===== src/hdl/bpe_pkg.sv =====
// Package for the bencode path extractor: shared types, codes and constants.
// Has no dependencies; every other file in hdl/ imports it.
package bpe_pkg;

  // Width of the string length counter.
  localparam int LEN_BITS = 32;

  // Depth of the command queue between front and back.
  localparam int CMD_DEPTH = 4;
  localparam int CMD_PTR_BITS = $clog2(CMD_DEPTH);

  // Byte classes produced by the front end.
  localparam logic [2:0] CLS_END   = 3'd0;
  localparam logic [2:0] CLS_DIGIT = 3'd1;
  localparam logic [2:0] CLS_INT   = 3'd2;
  localparam logic [2:0] CLS_LIST  = 3'd3;
  localparam logic [2:0] CLS_DICT  = 3'd4;
  localparam logic [2:0] CLS_CLOSE = 3'd5;
  localparam logic [2:0] CLS_COLON = 3'd6;
  localparam logic [2:0] CLS_OTHER = 3'd7;

  // Result kinds.
  localparam logic [1:0] KIND_CHAR = 2'd0;
  localparam logic [1:0] KIND_ERR  = 2'd1;
  localparam logic [1:0] KIND_END  = 2'd2;

  // Error codes.
  localparam logic [3:0] ERR_NONE       = 4'd0;
  localparam logic [3:0] ERR_BAD_START  = 4'd1;
  localparam logic [3:0] ERR_LEN_OVF    = 4'd2;
  localparam logic [3:0] ERR_NO_COLON   = 4'd3;
  localparam logic [3:0] ERR_SHORT_STR  = 4'd4;
  localparam logic [3:0] ERR_NO_LIST    = 4'd5;
  localparam logic [3:0] ERR_BAD_ITEM   = 4'd6;
  localparam logic [3:0] ERR_EMPTY_NAME = 4'd7;
  localparam logic [3:0] ERR_EMPTY_PATH = 4'd8;
  localparam logic [3:0] ERR_TRUNC_INT  = 4'd9;

  // Characters the parser looks for or emits.
  localparam logic [7:0] CH_SLASH   = 8'h2F;
  localparam logic [7:0] CH_NEWLINE = 8'd10;

  // Classified input transaction.
  typedef struct packed {
    logic [2:0] cls;
    logic [7:0] data;
    logic [3:0] digit;
  } cmd_t;

  // One result transaction.
  typedef struct packed {
    logic [1:0] kind;
    logic [7:0] ch;
    logic [3:0] code;
  } res_t;

  // Status from the back end to the top level.
  typedef struct packed {
    logic halted;
    logic res_push;
  } stat_t;

  // The key word "path", one byte per position.
  function automatic logic [7:0] key_byte(input logic [1:0] pos);
    logic [7:0] b;
    case (pos)
      2'd0: b = 8'h70;
      2'd1: b = 8'h61;
      2'd2: b = 8'h74;
      2'd3: b = 8'h68;
      default: b = 8'h70;
    endcase
    return b;
  endfunction

endpackage


===== src/hdl/bpe_front.sv =====
// Front end of the bencode path extractor: classifies each incoming byte.
// Depends on bpe_pkg.
module bpe_front
  import bpe_pkg::*;
(
  input  logic [7:0] in_byte,
  input  logic       is_end,
  output cmd_t       cmd
);

  // Sort the byte into the classes the parser acts on.
  always_comb begin
    cmd.data  = in_byte;
    cmd.digit = in_byte[3:0] - 4'd0;
    if (is_end) begin
      cmd.cls = CLS_END;
    end else if (in_byte >= 8'h30 && in_byte <= 8'h39) begin
      cmd.cls = CLS_DIGIT;
    end else begin
      case (in_byte)
        8'h69: cmd.cls = CLS_INT;
        8'h6C: cmd.cls = CLS_LIST;
        8'h64: cmd.cls = CLS_DICT;
        8'h65: cmd.cls = CLS_CLOSE;
        8'h3A: cmd.cls = CLS_COLON;
        default: cmd.cls = CLS_OTHER;
      endcase
    end
  end

endmodule


===== src/hdl/bpe_queue.sv =====
// Short command queue that decouples the front end from the back end.
// Depends on bpe_pkg.
module bpe_queue
  import bpe_pkg::*;
(
  input  logic clk,
  input  logic rst,
  input  logic push,
  input  cmd_t din,
  output logic full,
  input  logic pop,
  output cmd_t dout,
  output logic empty
);

  cmd_t                    mem [CMD_DEPTH];
  logic [CMD_PTR_BITS-1:0] wptr;
  logic [CMD_PTR_BITS-1:0] rptr;
  logic [CMD_PTR_BITS:0]   count;
  logic                    do_push;
  logic                    do_pop;

  assign full    = (count == (CMD_PTR_BITS+1)'(CMD_DEPTH));
  assign empty   = (count == '0);
  assign do_push = push && !full;
  assign do_pop  = pop && !empty;
  assign dout    = mem[rptr];

  // Storage write.
  always_ff @(posedge clk) begin
    if (do_push) begin
      mem[wptr] <= din;
    end
  end

  // Pointers and fill count.
  always_ff @(posedge clk) begin
    if (rst) begin
      wptr  <= '0;
      rptr  <= '0;
      count <= '0;
    end else begin
      if (do_push) begin
        wptr <= wptr + 1'b1;
      end
      if (do_pop) begin
        rptr <= rptr + 1'b1;
      end
      if (do_push && !do_pop) begin
        count <= count + 1'b1;
      end else if (do_pop && !do_push) begin
        count <= count - 1'b1;
      end
    end
  end

endmodule


===== src/hdl/bpe_back.sv =====
// Back end of the bencode path extractor: parser state machine and result queue.
// Depends on bpe_pkg.
module bpe_back
  import bpe_pkg::*;
(
  input  logic       clk,
  input  logic       rst,
  input  cmd_t       cmd,
  input  logic       cmd_empty,
  output logic       cmd_pop,
  output logic       empty,
  input  logic       pop,
  output logic [1:0] out_kind,
  output logic [7:0] out_char,
  output logic [3:0] error_code,
  output stat_t      stat
);

  localparam logic [2:0] PH_TOP       = 3'd0;
  localparam logic [2:0] PH_INT       = 3'd1;
  localparam logic [2:0] PH_LEN       = 3'd2;
  localparam logic [2:0] PH_BODY      = 3'd3;
  localparam logic [2:0] PH_WANT_LIST = 3'd4;
  localparam logic [2:0] PH_ITEM      = 3'd5;
  localparam logic [2:0] PH_PLEN      = 3'd6;
  localparam logic [2:0] PH_PBODY     = 3'd7;

  logic [2:0]          phase;
  logic [2:0]          phase_next;
  logic [LEN_BITS-1:0] remaining;
  logic [LEN_BITS-1:0] remaining_next;
  logic [2:0]          match_pos;
  logic [2:0]          match_pos_next;
  logic                match_alive;
  logic                match_alive_next;
  logic                first_part;
  logic                first_part_next;
  logic                halted;
  logic                halted_next;

  logic                res_push;
  res_t                res;

  logic [LEN_BITS+3:0] rem_ext;
  logic [LEN_BITS+3:0] rem_acc;
  logic                acc_ovf;
  logic [LEN_BITS-1:0] digit_ext;
  logic                rem_zero;
  logic                rem_one;

  res_t                oq [2];
  logic                oq_wptr;
  logic                oq_rptr;
  logic [1:0]          oq_count;
  logic                oq_pop;

  // Take a command whenever the result queue has room.
  assign cmd_pop = !cmd_empty && (oq_count != 2'd2);

  // Decimal accumulation: remaining * 10 + digit, with overflow check.
  assign rem_ext   = {4'b0000, remaining};
  assign rem_acc   = (rem_ext << 3) + (rem_ext << 1) + {{LEN_BITS{1'b0}}, cmd.digit};
  assign acc_ovf   = |rem_acc[LEN_BITS+3:LEN_BITS];
  assign digit_ext = {{(LEN_BITS-4){1'b0}}, cmd.digit};
  assign rem_zero  = (remaining == '0);
  assign rem_one   = (remaining == {{(LEN_BITS-1){1'b0}}, 1'b1});

  // Parser state machine: one command per cycle while a command waits and the result queue has room.
  always_comb begin
    phase_next       = phase;
    remaining_next   = remaining;
    match_pos_next   = match_pos;
    match_alive_next = match_alive;
    first_part_next  = first_part;
    halted_next      = halted;
    res_push         = 1'b0;
    res.kind         = KIND_CHAR;
    res.ch           = 8'h00;
    res.code         = ERR_NONE;

    if (cmd_pop && !halted) begin
      case (phase)
        PH_TOP: begin
          case (cmd.cls)
            CLS_END: begin
              halted_next = 1'b1;
              res_push    = 1'b1;
              res.kind    = KIND_END;
            end
            CLS_INT: phase_next = PH_INT;
            CLS_LIST, CLS_DICT, CLS_CLOSE: phase_next = phase;
            CLS_DIGIT: begin
              remaining_next = digit_ext;
              phase_next     = PH_LEN;
            end
            default: begin
              halted_next = 1'b1;
              res_push    = 1'b1;
              res.kind    = KIND_ERR;
              res.code    = ERR_BAD_START;
            end
          endcase
        end
        PH_INT: begin
          if (cmd.cls == CLS_END) begin
            halted_next = 1'b1;
            res_push    = 1'b1;
            res.kind    = KIND_ERR;
            res.code    = ERR_TRUNC_INT;
          end else if (cmd.cls == CLS_CLOSE) begin
            phase_next = PH_TOP;
          end
        end
        PH_LEN, PH_PLEN: begin
          if (cmd.cls == CLS_DIGIT) begin
            if (acc_ovf) begin
              halted_next = 1'b1;
              res_push    = 1'b1;
              res.kind    = KIND_ERR;
              res.code    = ERR_LEN_OVF;
            end else begin
              remaining_next = rem_acc[LEN_BITS-1:0];
            end
          end else if (cmd.cls != CLS_COLON) begin
            halted_next = 1'b1;
            res_push    = 1'b1;
            res.kind    = KIND_ERR;
            res.code    = ERR_NO_COLON;
          end else if (phase == PH_LEN) begin
            if (rem_zero) begin
              phase_next = PH_TOP;
            end else begin
              match_pos_next   = 3'd0;
              match_alive_next = (remaining == LEN_BITS'(4));
              phase_next       = PH_BODY;
            end
          end else if (rem_zero) begin
            halted_next = 1'b1;
            res_push    = 1'b1;
            res.kind    = KIND_ERR;
            res.code    = ERR_EMPTY_NAME;
          end else begin
            // A later part gets its separator when its length prefix closes.
            phase_next = PH_PBODY;
            if (!first_part) begin
              res_push = 1'b1;
              res.ch   = CH_SLASH;
            end else begin
              first_part_next = 1'b0;
            end
          end
        end
        PH_BODY: begin
          if (cmd.cls == CLS_END) begin
            halted_next = 1'b1;
            res_push    = 1'b1;
            res.kind    = KIND_ERR;
            res.code    = ERR_SHORT_STR;
          end else begin
            if (match_alive) begin
              if (match_pos[2] || key_byte(match_pos[1:0]) != cmd.data) begin
                match_alive_next = 1'b0;
              end
              match_pos_next = match_pos + 3'd1;
            end
            remaining_next = remaining - 1'b1;
            if (rem_one) begin
              phase_next = match_alive_next ? PH_WANT_LIST : PH_TOP;
            end
          end
        end
        PH_WANT_LIST: begin
          if (cmd.cls != CLS_LIST) begin
            halted_next = 1'b1;
            res_push    = 1'b1;
            res.kind    = KIND_ERR;
            res.code    = ERR_NO_LIST;
          end else begin
            first_part_next = 1'b1;
            phase_next      = PH_ITEM;
          end
        end
        PH_ITEM: begin
          if (cmd.cls == CLS_CLOSE) begin
            if (first_part) begin
              halted_next = 1'b1;
              res_push    = 1'b1;
              res.kind    = KIND_ERR;
              res.code    = ERR_EMPTY_PATH;
            end else begin
              first_part_next = 1'b1;
              phase_next      = PH_TOP;
              res_push        = 1'b1;
              res.ch          = CH_NEWLINE;
            end
          end else if (cmd.cls == CLS_DIGIT) begin
            remaining_next = digit_ext;
            phase_next     = PH_PLEN;
          end else begin
            halted_next = 1'b1;
            res_push    = 1'b1;
            res.kind    = KIND_ERR;
            res.code    = ERR_BAD_ITEM;
          end
        end
        PH_PBODY: begin
          if (cmd.cls == CLS_END) begin
            halted_next = 1'b1;
            res_push    = 1'b1;
            res.kind    = KIND_ERR;
            res.code    = ERR_SHORT_STR;
          end else begin
            remaining_next = remaining - 1'b1;
            if (rem_one) begin
              phase_next = PH_ITEM;
            end
            res_push = 1'b1;
            res.ch   = cmd.data;
          end
        end
        default: phase_next = PH_TOP;
      endcase
    end
  end

  // Parser state registers.
  always_ff @(posedge clk) begin
    if (rst) begin
      phase       <= PH_TOP;
      remaining   <= '0;
      match_pos   <= 3'd0;
      match_alive <= 1'b0;
      first_part  <= 1'b1;
      halted      <= 1'b0;
    end else begin
      phase       <= phase_next;
      remaining   <= remaining_next;
      match_pos   <= match_pos_next;
      match_alive <= match_alive_next;
      first_part  <= first_part_next;
      halted      <= halted_next;
    end
  end

  // Two-entry result queue toward the receiver.
  assign oq_pop     = pop && !empty;
  assign empty      = (oq_count == 2'd0);
  assign out_kind   = oq[oq_rptr].kind;
  assign out_char   = oq[oq_rptr].ch;
  assign error_code = oq[oq_rptr].code;

  always_ff @(posedge clk) begin
    if (res_push) begin
      oq[oq_wptr] <= res;
    end
  end

  always_ff @(posedge clk) begin
    if (rst) begin
      oq_wptr  <= 1'b0;
      oq_rptr  <= 1'b0;
      oq_count <= 2'd0;
    end else begin
      if (res_push) begin
        oq_wptr <= ~oq_wptr;
      end
      if (oq_pop) begin
        oq_rptr <= ~oq_rptr;
      end
      if (res_push && !oq_pop) begin
        oq_count <= oq_count + 2'd1;
      end else if (oq_pop && !res_push) begin
        oq_count <= oq_count - 2'd1;
      end
    end
  end

  assign stat.halted   = halted;
  assign stat.res_push = res_push;

endmodule


===== src/hdl/bencode_path_extractor.sv =====
// Top level of the bencode path extractor.
// Depends on bpe_pkg, bpe_front, bpe_queue and bpe_back.
//
// Usage:
//   Input channel: one bencoded byte per transaction on in_byte, or an end
//   marker with is_end high. A transaction is taken when push is high and
//   full is low. Output channel: results appear while empty is low and are
//   taken when pop is high. Each result is a path character ('/' and newline
//   included), one error with its code, or a clean end of input.
// Throughput: one byte per cycle while the result queue has room, set by the
//   parser step in the back end; the front classifies bytes into a four-entry
//   command queue. Path: a byte that yields a result is registered in the
//   command queue, and its result in the result queue, before it shows.
// Stalls: while the receiver does not pop, the two-entry result queue fills,
//   the parser stops taking commands, and full rises once the command queue
//   holds four bytes.
// Reset: rst is synchronous; it empties both queues and returns the parser to
//   the top level. After an error or end result the block drops all input
//   until the next reset.
module bencode_path_extractor
  import bpe_pkg::*;
(
  input  logic       clk,
  input  logic       rst,
  input  logic       push,
  output logic       full,
  input  logic [7:0] in_byte,
  input  logic       is_end,
  output logic       empty,
  input  logic       pop,
  output logic [1:0] out_kind,
  output logic [7:0] out_char,
  output logic [3:0] error_code
);

  cmd_t  front_cmd;
  cmd_t  back_cmd;
  logic  cq_empty;
  logic  cq_pop;
  stat_t stat;

  // Byte classification.
  bpe_front u_front (
    .in_byte (in_byte),
    .is_end  (is_end),
    .cmd     (front_cmd)
  );

  // Command queue between front and back.
  bpe_queue u_queue (
    .clk   (clk),
    .rst   (rst),
    .push  (push),
    .din   (front_cmd),
    .full  (full),
    .pop   (cq_pop),
    .dout  (back_cmd),
    .empty (cq_empty)
  );

  // Parser and result queue.
  bpe_back u_back (
    .clk        (clk),
    .rst        (rst),
    .cmd        (back_cmd),
    .cmd_empty  (cq_empty),
    .cmd_pop    (cq_pop),
    .empty      (empty),
    .pop        (pop),
    .out_kind   (out_kind),
    .out_char   (out_char),
    .error_code (error_code),
    .stat       (stat)
  );

`ifndef SYNTHESIS
  // A halted parser never produces another result.
  assert property (@(posedge clk) disable iff (rst) stat.halted |-> !stat.res_push)
    else $error("result produced after halt");

  // An error or end result is the last one, so the queue drains behind it.
  assert property (@(posedge clk) disable iff (rst)
    (!empty && pop && out_kind != KIND_CHAR) |=> empty)
    else $error("result queued behind an error or end");

  // Character and end results carry no error code; errors always carry one.
  assert property (@(posedge clk) disable iff (rst)
    !empty |-> ((out_kind == KIND_ERR) == (error_code != ERR_NONE)))
    else $error("error code does not match result kind");

  // Once halted, the parser stays halted until reset.
  assert property (@(posedge clk) disable iff (rst) stat.halted |=> stat.halted)
    else $error("halt state cleared without reset");
`endif

endmodule


===== config.mk =====
export PLATFORM = sky130hd
export DESIGN_NAME = bencode_path_extractor
export DESIGN_NICKNAME = d
export VERILOG_FILES = /design/src/hdl/bpe_pkg.sv /design/src/hdl/bpe_front.sv /design/src/hdl/bpe_queue.sv /design/src/hdl/bpe_back.sv /design/src/hdl/bencode_path_extractor.sv
export SDC_FILE = /design/constraint.sdc
export NUM_CORES = 1
export LEC_CHECK = 0
export BUFFER_PORTS_ARGS = -buffer_cell sky130_fd_sc_hd__buf_2
export CAP_MARGIN = 20
export CORE_MARGIN = 2
export CORE_UTILIZATION = 45
export DETAILED_ROUTE_END_ITERATION = 10
export GPL_TIMING_DRIVEN = 0
export SETUP_SLACK_MARGIN = 0.4
export SLEW_MARGIN = 10
export SYNTH_ARGS = -nofsm -noshare
export SYNTH_HDL_FRONTEND = slang
export SYNTH_SLANG_ARGS = --single-unit

===== constraint.sdc =====
create_clock -name clk -period 6.4 [get_ports clk]
set_input_delay 0.32 -clock clk [delete_from_list [all_inputs] [get_ports clk]]
set_output_delay 0.32 -clock clk [all_outputs]
set_load 0.02 [all_outputs]

After elaboration in Yosys (flattened, before gate mapping). Memory sizes are Yosys's and may differ from the RTL's. A register that Yosys moved wholly into a read port is not among the register bits. Index checks and enable logic that the tools add are counted.

Register bits after elaboration: 52. RAM bits: 88. Input port bits: 13. Output and inout bits: 16. Logic and storage cells: 255. Memories kept: 2.

Memory list: u_queue.mem (words 4, width 15, rd ports 1, clocked after Yosys merged registers in 1, write ports 1, line bpe_queue.sv:16) `cmd_t mem [CMD_DEPTH];`; u_back.oq (words 2, width 14, rd ports 1, clocked after Yosys merged registers in 1, write ports 1, line bpe_back.sv:51) `res_t oq [2];`.

Add/sub/neg operators: 10. Order comparisons: 2. Equality and inequality tests: 57. Multiplexer cells: 127. Bitwise gates (word level): 2. Reductions and logical operators: 43.

Operators with widths (count): $mux W32 (5); $pmux W32 S4 (1); $mux W3 (29); $mux W8 (7); $mux W1 (53); $add A35 B33 Y36 (1); $add A36 B4 Y36 (1); $eq A32 B1 Y1 const B (1); $eq A32 B3 Y1 const B (1); $eq A8 B7 Y1 const B (4); $logic_not A32 Y1 (1); $pmux W8 S4 (1); $sub A32 B1 Y32 const B (1); $mux W14 (2); $mux W4 (7); $ne A2 B2 Y1 const B (13); $pmux W4 S6 (1); $pmux W8 S3 (1); $eq A3 B3 Y1 const B (7); $pmux W3 S7 (1); $ne A2 B1 Y1 const B (9); $mux W2 (8); $reduce_and A8 Y1 (2); $ne A3 B2 Y1 const B (5); 43 further kinds (79).

Longest topological paths before layout.
Depth in word-level cells: 17. Gate-level depth with buffers: 18. Depth with buffers taken out: 17.

Hierarchy. Synthesis repeated with hierarchy kept, for this count alone.

Cell total of the unflattened synthesis: 988. Area, all modules: 9552.9 µm².

Modules (own cells, without submodules): bpe_back (instances 1, cells each 834, area an instance 6690.2 µm²); bpe_queue (instances 1, cells each 126, area an instance 2646.3 µm²); bpe_front (instances 1, cells each 28, area an instance 216.5 µm²).

Worst setup path after synthesis. Ideal clock, no wire load.

Kind: reg-to-reg. Start: reg with a tool-made name. End: mem u_back.oq[0][0] (netlist bit) (enable). Setup time: 0.386 ns. Arrival: 4.340 ns. Slack: 1.674 ns. Stages on the path, launching flop included: 15. Clock period less this slack: 4.726 ns. Cell sequence: dfxtp_1 -> buf_6 -> mux4_2 -> inv_1 -> fa_1 -> fa_1 -> nand2b_1 -> a21o_1 -> a31o_1 -> a31oi_1 -> a211oi_1 -> xnor2_1 -> nor3_1 -> o21bai_1 -> nor2b_1.

RTL lines (line): to (decl) (bpe_back.sv:51).

==> run_results.csv <==
group,metric,value,unit
hold_path,hold_class,"in -> reg",
worst_setup_path,crit_top_cell,"inv_1",
yosys,synth_warnings,0,
die,design.die.area,20880,µm²
die,row_count,51,
worst_setup_path,critPathLaunchType,"register",
worst_setup_path,critPathRequiredTime,6660,ps
power_and_ir_drop,p_switching,1596,µW
grt,grt_pass1_wl,39570,µm
detailed_routing,wl,24720,µm
yosys,synth_adder_area_share,0.1152,
detailed_routing,drt_iter0_drc,694,
detailed_routing,drc,0,
clocking,clkSinkCount,127,
yosys,synth_common_cells,"nor2_1, a21oi_1, nand2_1",
yosys,synth_area_leader_cell,"edfxtp_1",
detailed_routing,firstDrtPassIters,5,
detailed_routing,avgViaCountPerCell,6.032,
hold_path,worstHoldStart,"in_byte[4]",
yosys,synth.avg_cell_area,9.168,µm²
final_layout,post-route-util,0.5155,
detailed_routing,post_drt_wl_per_cell,19.10,µm
grt,gr-total-overflow,0,
die,core-area,19400,µm²
clocking,cts_tree,"done",
clocking,numCtsBuffers,17,
outcome,outcome,"finished, final reports clean",
timing,final_hold_viol_count,0,
worst_setup_path,path_cells,"buf_6, mux4_2, inv_1, fa_1, inv_1, ha_1, a211oi_1, o211ai_1, a21oi_1, nor4_1, nor3_1, o21ai_1, o41a_1, nor2_1, o221ai_1",
yosys,synth.distinct_cells,74,
power_and_ir_drop,switching_share,0.4135,
worst_setup_path,rrSetupSlack,820,ps
place,io_buffers,27,
worst_setup_path,worstSetupPathType,"reg -> reg",
timing,tns,0,ps
yosys,synth_compound_area_frac,0.2054,
clocking,htree_levels,4,
die,die_h,144.5,µm
timing,slew_violations,0,
yosys,synth-simple-area-share,0.1721,
final_layout,synthToLayoutAreaGrowth,12.58,%
yosys,synthCells,969,
die,die_x,144.5,µm
worst_setup_path,critical_path.slowest_cell,"mux4_2",
timing,relSlewSlack,0.3721,
power_and_ir_drop,ir_drop,235.6,µV
timing,setup_viol,0,
timing,fin_skew,8.710,ps
grt,grt_antenna_before_repair,0,
clocking,ctsHoldBuffers,0,
hold_path,min_path_cells,1,
timing,finalCritPeriodShare,0.8714,
worst_setup_path,cp-end-kind,"register",
grt,grt_pass1_vias,7398,
power_and_ir_drop,power_density,385.8,nW/µm²
die,io_pins,29,
hold_path,hold_end,"u_queue.mem[0][8]$_DFFE_PP_",
clocking,cts_buffer_depth,2,
detailed_routing,vias,7805,
yosys,synth_most_common_cell,"nor2_1",
power_and_ir_drop,comb_power_share,0.452,
yosys,ys.flop_type,"edfxtp_1",
job,drv_cap,0,
yosys,synth_top_family_by_area,"compound AO/OA/AOI/OAI gates",
power_and_ir_drop,seq_power_share,0.279,
worst_setup_path,arrival,5840,ps
clocking,clk_pin_slew_worst_paths,60,ps
worst_setup_path,slowest_delay,640,ps
worst_setup_path,r2r_cells,15,
grt,grt_max_degree,17,
yosys,synthArstFlopShare,0,
final_layout,finalNetCount,1109,
grt,grt_use_total,0.2465,
clocking,worstSkewPairLatency,420,ps
power_and_ir_drop,power_leakage,0.003918,µW
yosys,synthXorXnorAreaFrac,0.04831,
worst_setup_path,r2r-end,"u_back.remaining[16]$_SDFFE_PP0P_",
clocking,root_buffer,"clkbuf_16",
yosys,synth_mux_area_frac,0.05493,
yosys,synth_nets,1062,
yosys,synth_area_leaders,"edfxtp_1, dfxtp_1, ha_1, a21oi_1, nor2_1",
timing,finalCriticalPeriod,5577,ps
yosys,synth_edf_count,72,
timing,whs,144.1,ps
yosys,netlist_area,8884,µm²
yosys,ys_ff_latch,127,
final_layout,n_antenna_cell,0,
place,dp_hpwl,18130,µm
place,gp_routability_congestion,0.9594,
timing,worstMarginPinSlew,933.2,ps
power_and_ir_drop,clkPwrFrac,0.270,
power_and_ir_drop,p_int,2263,µW
final_layout,drive_gt1_frac,0.09621,
timing,rsz0062_at_grt,"no",
timing,clock.fmax,0.1793,GHz
yosys,synth_top_area_share,0.2434,
die,start_util,0.4579,
worst_setup_path,cp_max_fo,10,
detailed_routing,antenna_left,0,
yosys,yosysSeqAreaShare,0.3673,
==> power by group through the flow <==
stage / registers (µW) / clock network, µW / logic [µW]
2_1_floorplan: 1070 / 0 / 1240
3_3_place_gp: 1090 / 0 / 1690
3_5_place_dp: 1090 / 0 / 1700
4_1_cts: 1080 / 1050 / 1710
5_1_grt: 1090 / 1090 / 1920
6_report: 1070 / 1040 / 1740
==> per-layer routing <==
layer | part of all wire | track usage | vias up
li1 | - | - | 3759
met1 | 0.47 | 0.3469 | 3701
met2 | 0.43 | 0.3672 | 285
met3 | 0.073 | 0.05430 | 60
met4 | 0.034 | 0.09964 | 0
met5 | 0 | 0 | -
==> cell type report <==
type	instances	area [µm²]
clock buffer	18	429.2
tap	265	331.6
clock inverter	14	203.9
inverter	32	120.1
sequential	127	3263
fill	1854	9398
timing repair buffer	28	142.6
multi-input combinational	758	5303
buffer	52	207.7
==> per-stage QoR <==
| step | total power [µW] | area, µm² | cells | setup WS (ps) |
|---|---|---|---|---|
| detailed placement | 2791 | 9358 | 1262 | 487.7 |
| global route | 4100 | 10000 | 1294 | 435.5 |
| global placement | 2779 | 9350 | 1261 | 148.9 |
| floorplan | 2314 | 8884 | 969 | 1674 |
| finish | 3859 | 10000 | 1294 | 823.0 |
| CTS | 3836 | 9991 | 1294 | 442.8 |
==> layout by cell type, fill, tap and decap left out, types with 23 or more instances in the layout <==
cell,n
a21oi_1,88
inv_1,29
xnor2_1,23
buf_2,30
clkbuf_1,43
nor2_1,89
nand2_1,82
edfxtp_1,72
dfxtp_1,55
nor3_1,25
xor2_1,26
o21ai_0,35
ha_1,77
==> sequential cells by signal, summed over array words and instances (netlist names), 2 cells and up, named ones only <==
register,count
u_queue.count,3
u_back.oq,28
u_queue.rptr,2
u_back.remaining,32
u_queue.mem,44
u_back.phase,3
u_back.match_pos,3
u_back.oq_count,2
u_queue.wptr,2
==> worst max-delay path: cells and delay by family, from the launching register on <==
family	cells	cell delay [ps]
compound gates	6	2050
simple gates	3	1260
fa+ha+maj	2	690
mux	1	640
buf+inv	3	400
flops	1	370
==> worst max-delay path by stage <==
stage	start	end	slack, ps
floorplan	register	u_back.oq[0][0]$_DFFE_PP_	1670
global placement	register	u_back.oq[0][11]$_DFFE_PP_	150
detailed placement	register	u_back.oq_count[1]$_SDFFE_PP0P_	490
CTS	register	u_back.oq_count[1]$_SDFFE_PP0P_	440
global route	register	u_back.oq_count[1]$_SDFFE_PP0P_	440
finish	register	u_back.remaining[16]$_SDFFE_PP0P_	820
==> logic make-up (layout without fill, tap and decap cells) <==
group                      count (synthesis)  in the layout
DFF                                      127            127
xor gates and xnor gates                  49             49
and+or+nand+nor                          315            315
muxes                                     33             33
adders and majority gates                 80             80
AOI/OAI and AO/OA                        281            281
buffers and inverters                     84            144
==> timing repair <==
item	in CTS	in global routing
resized for setup	0	4
setup buffers	0	0
setup endpoints to repair	0	33
Power figures use the tool's default switching activity.
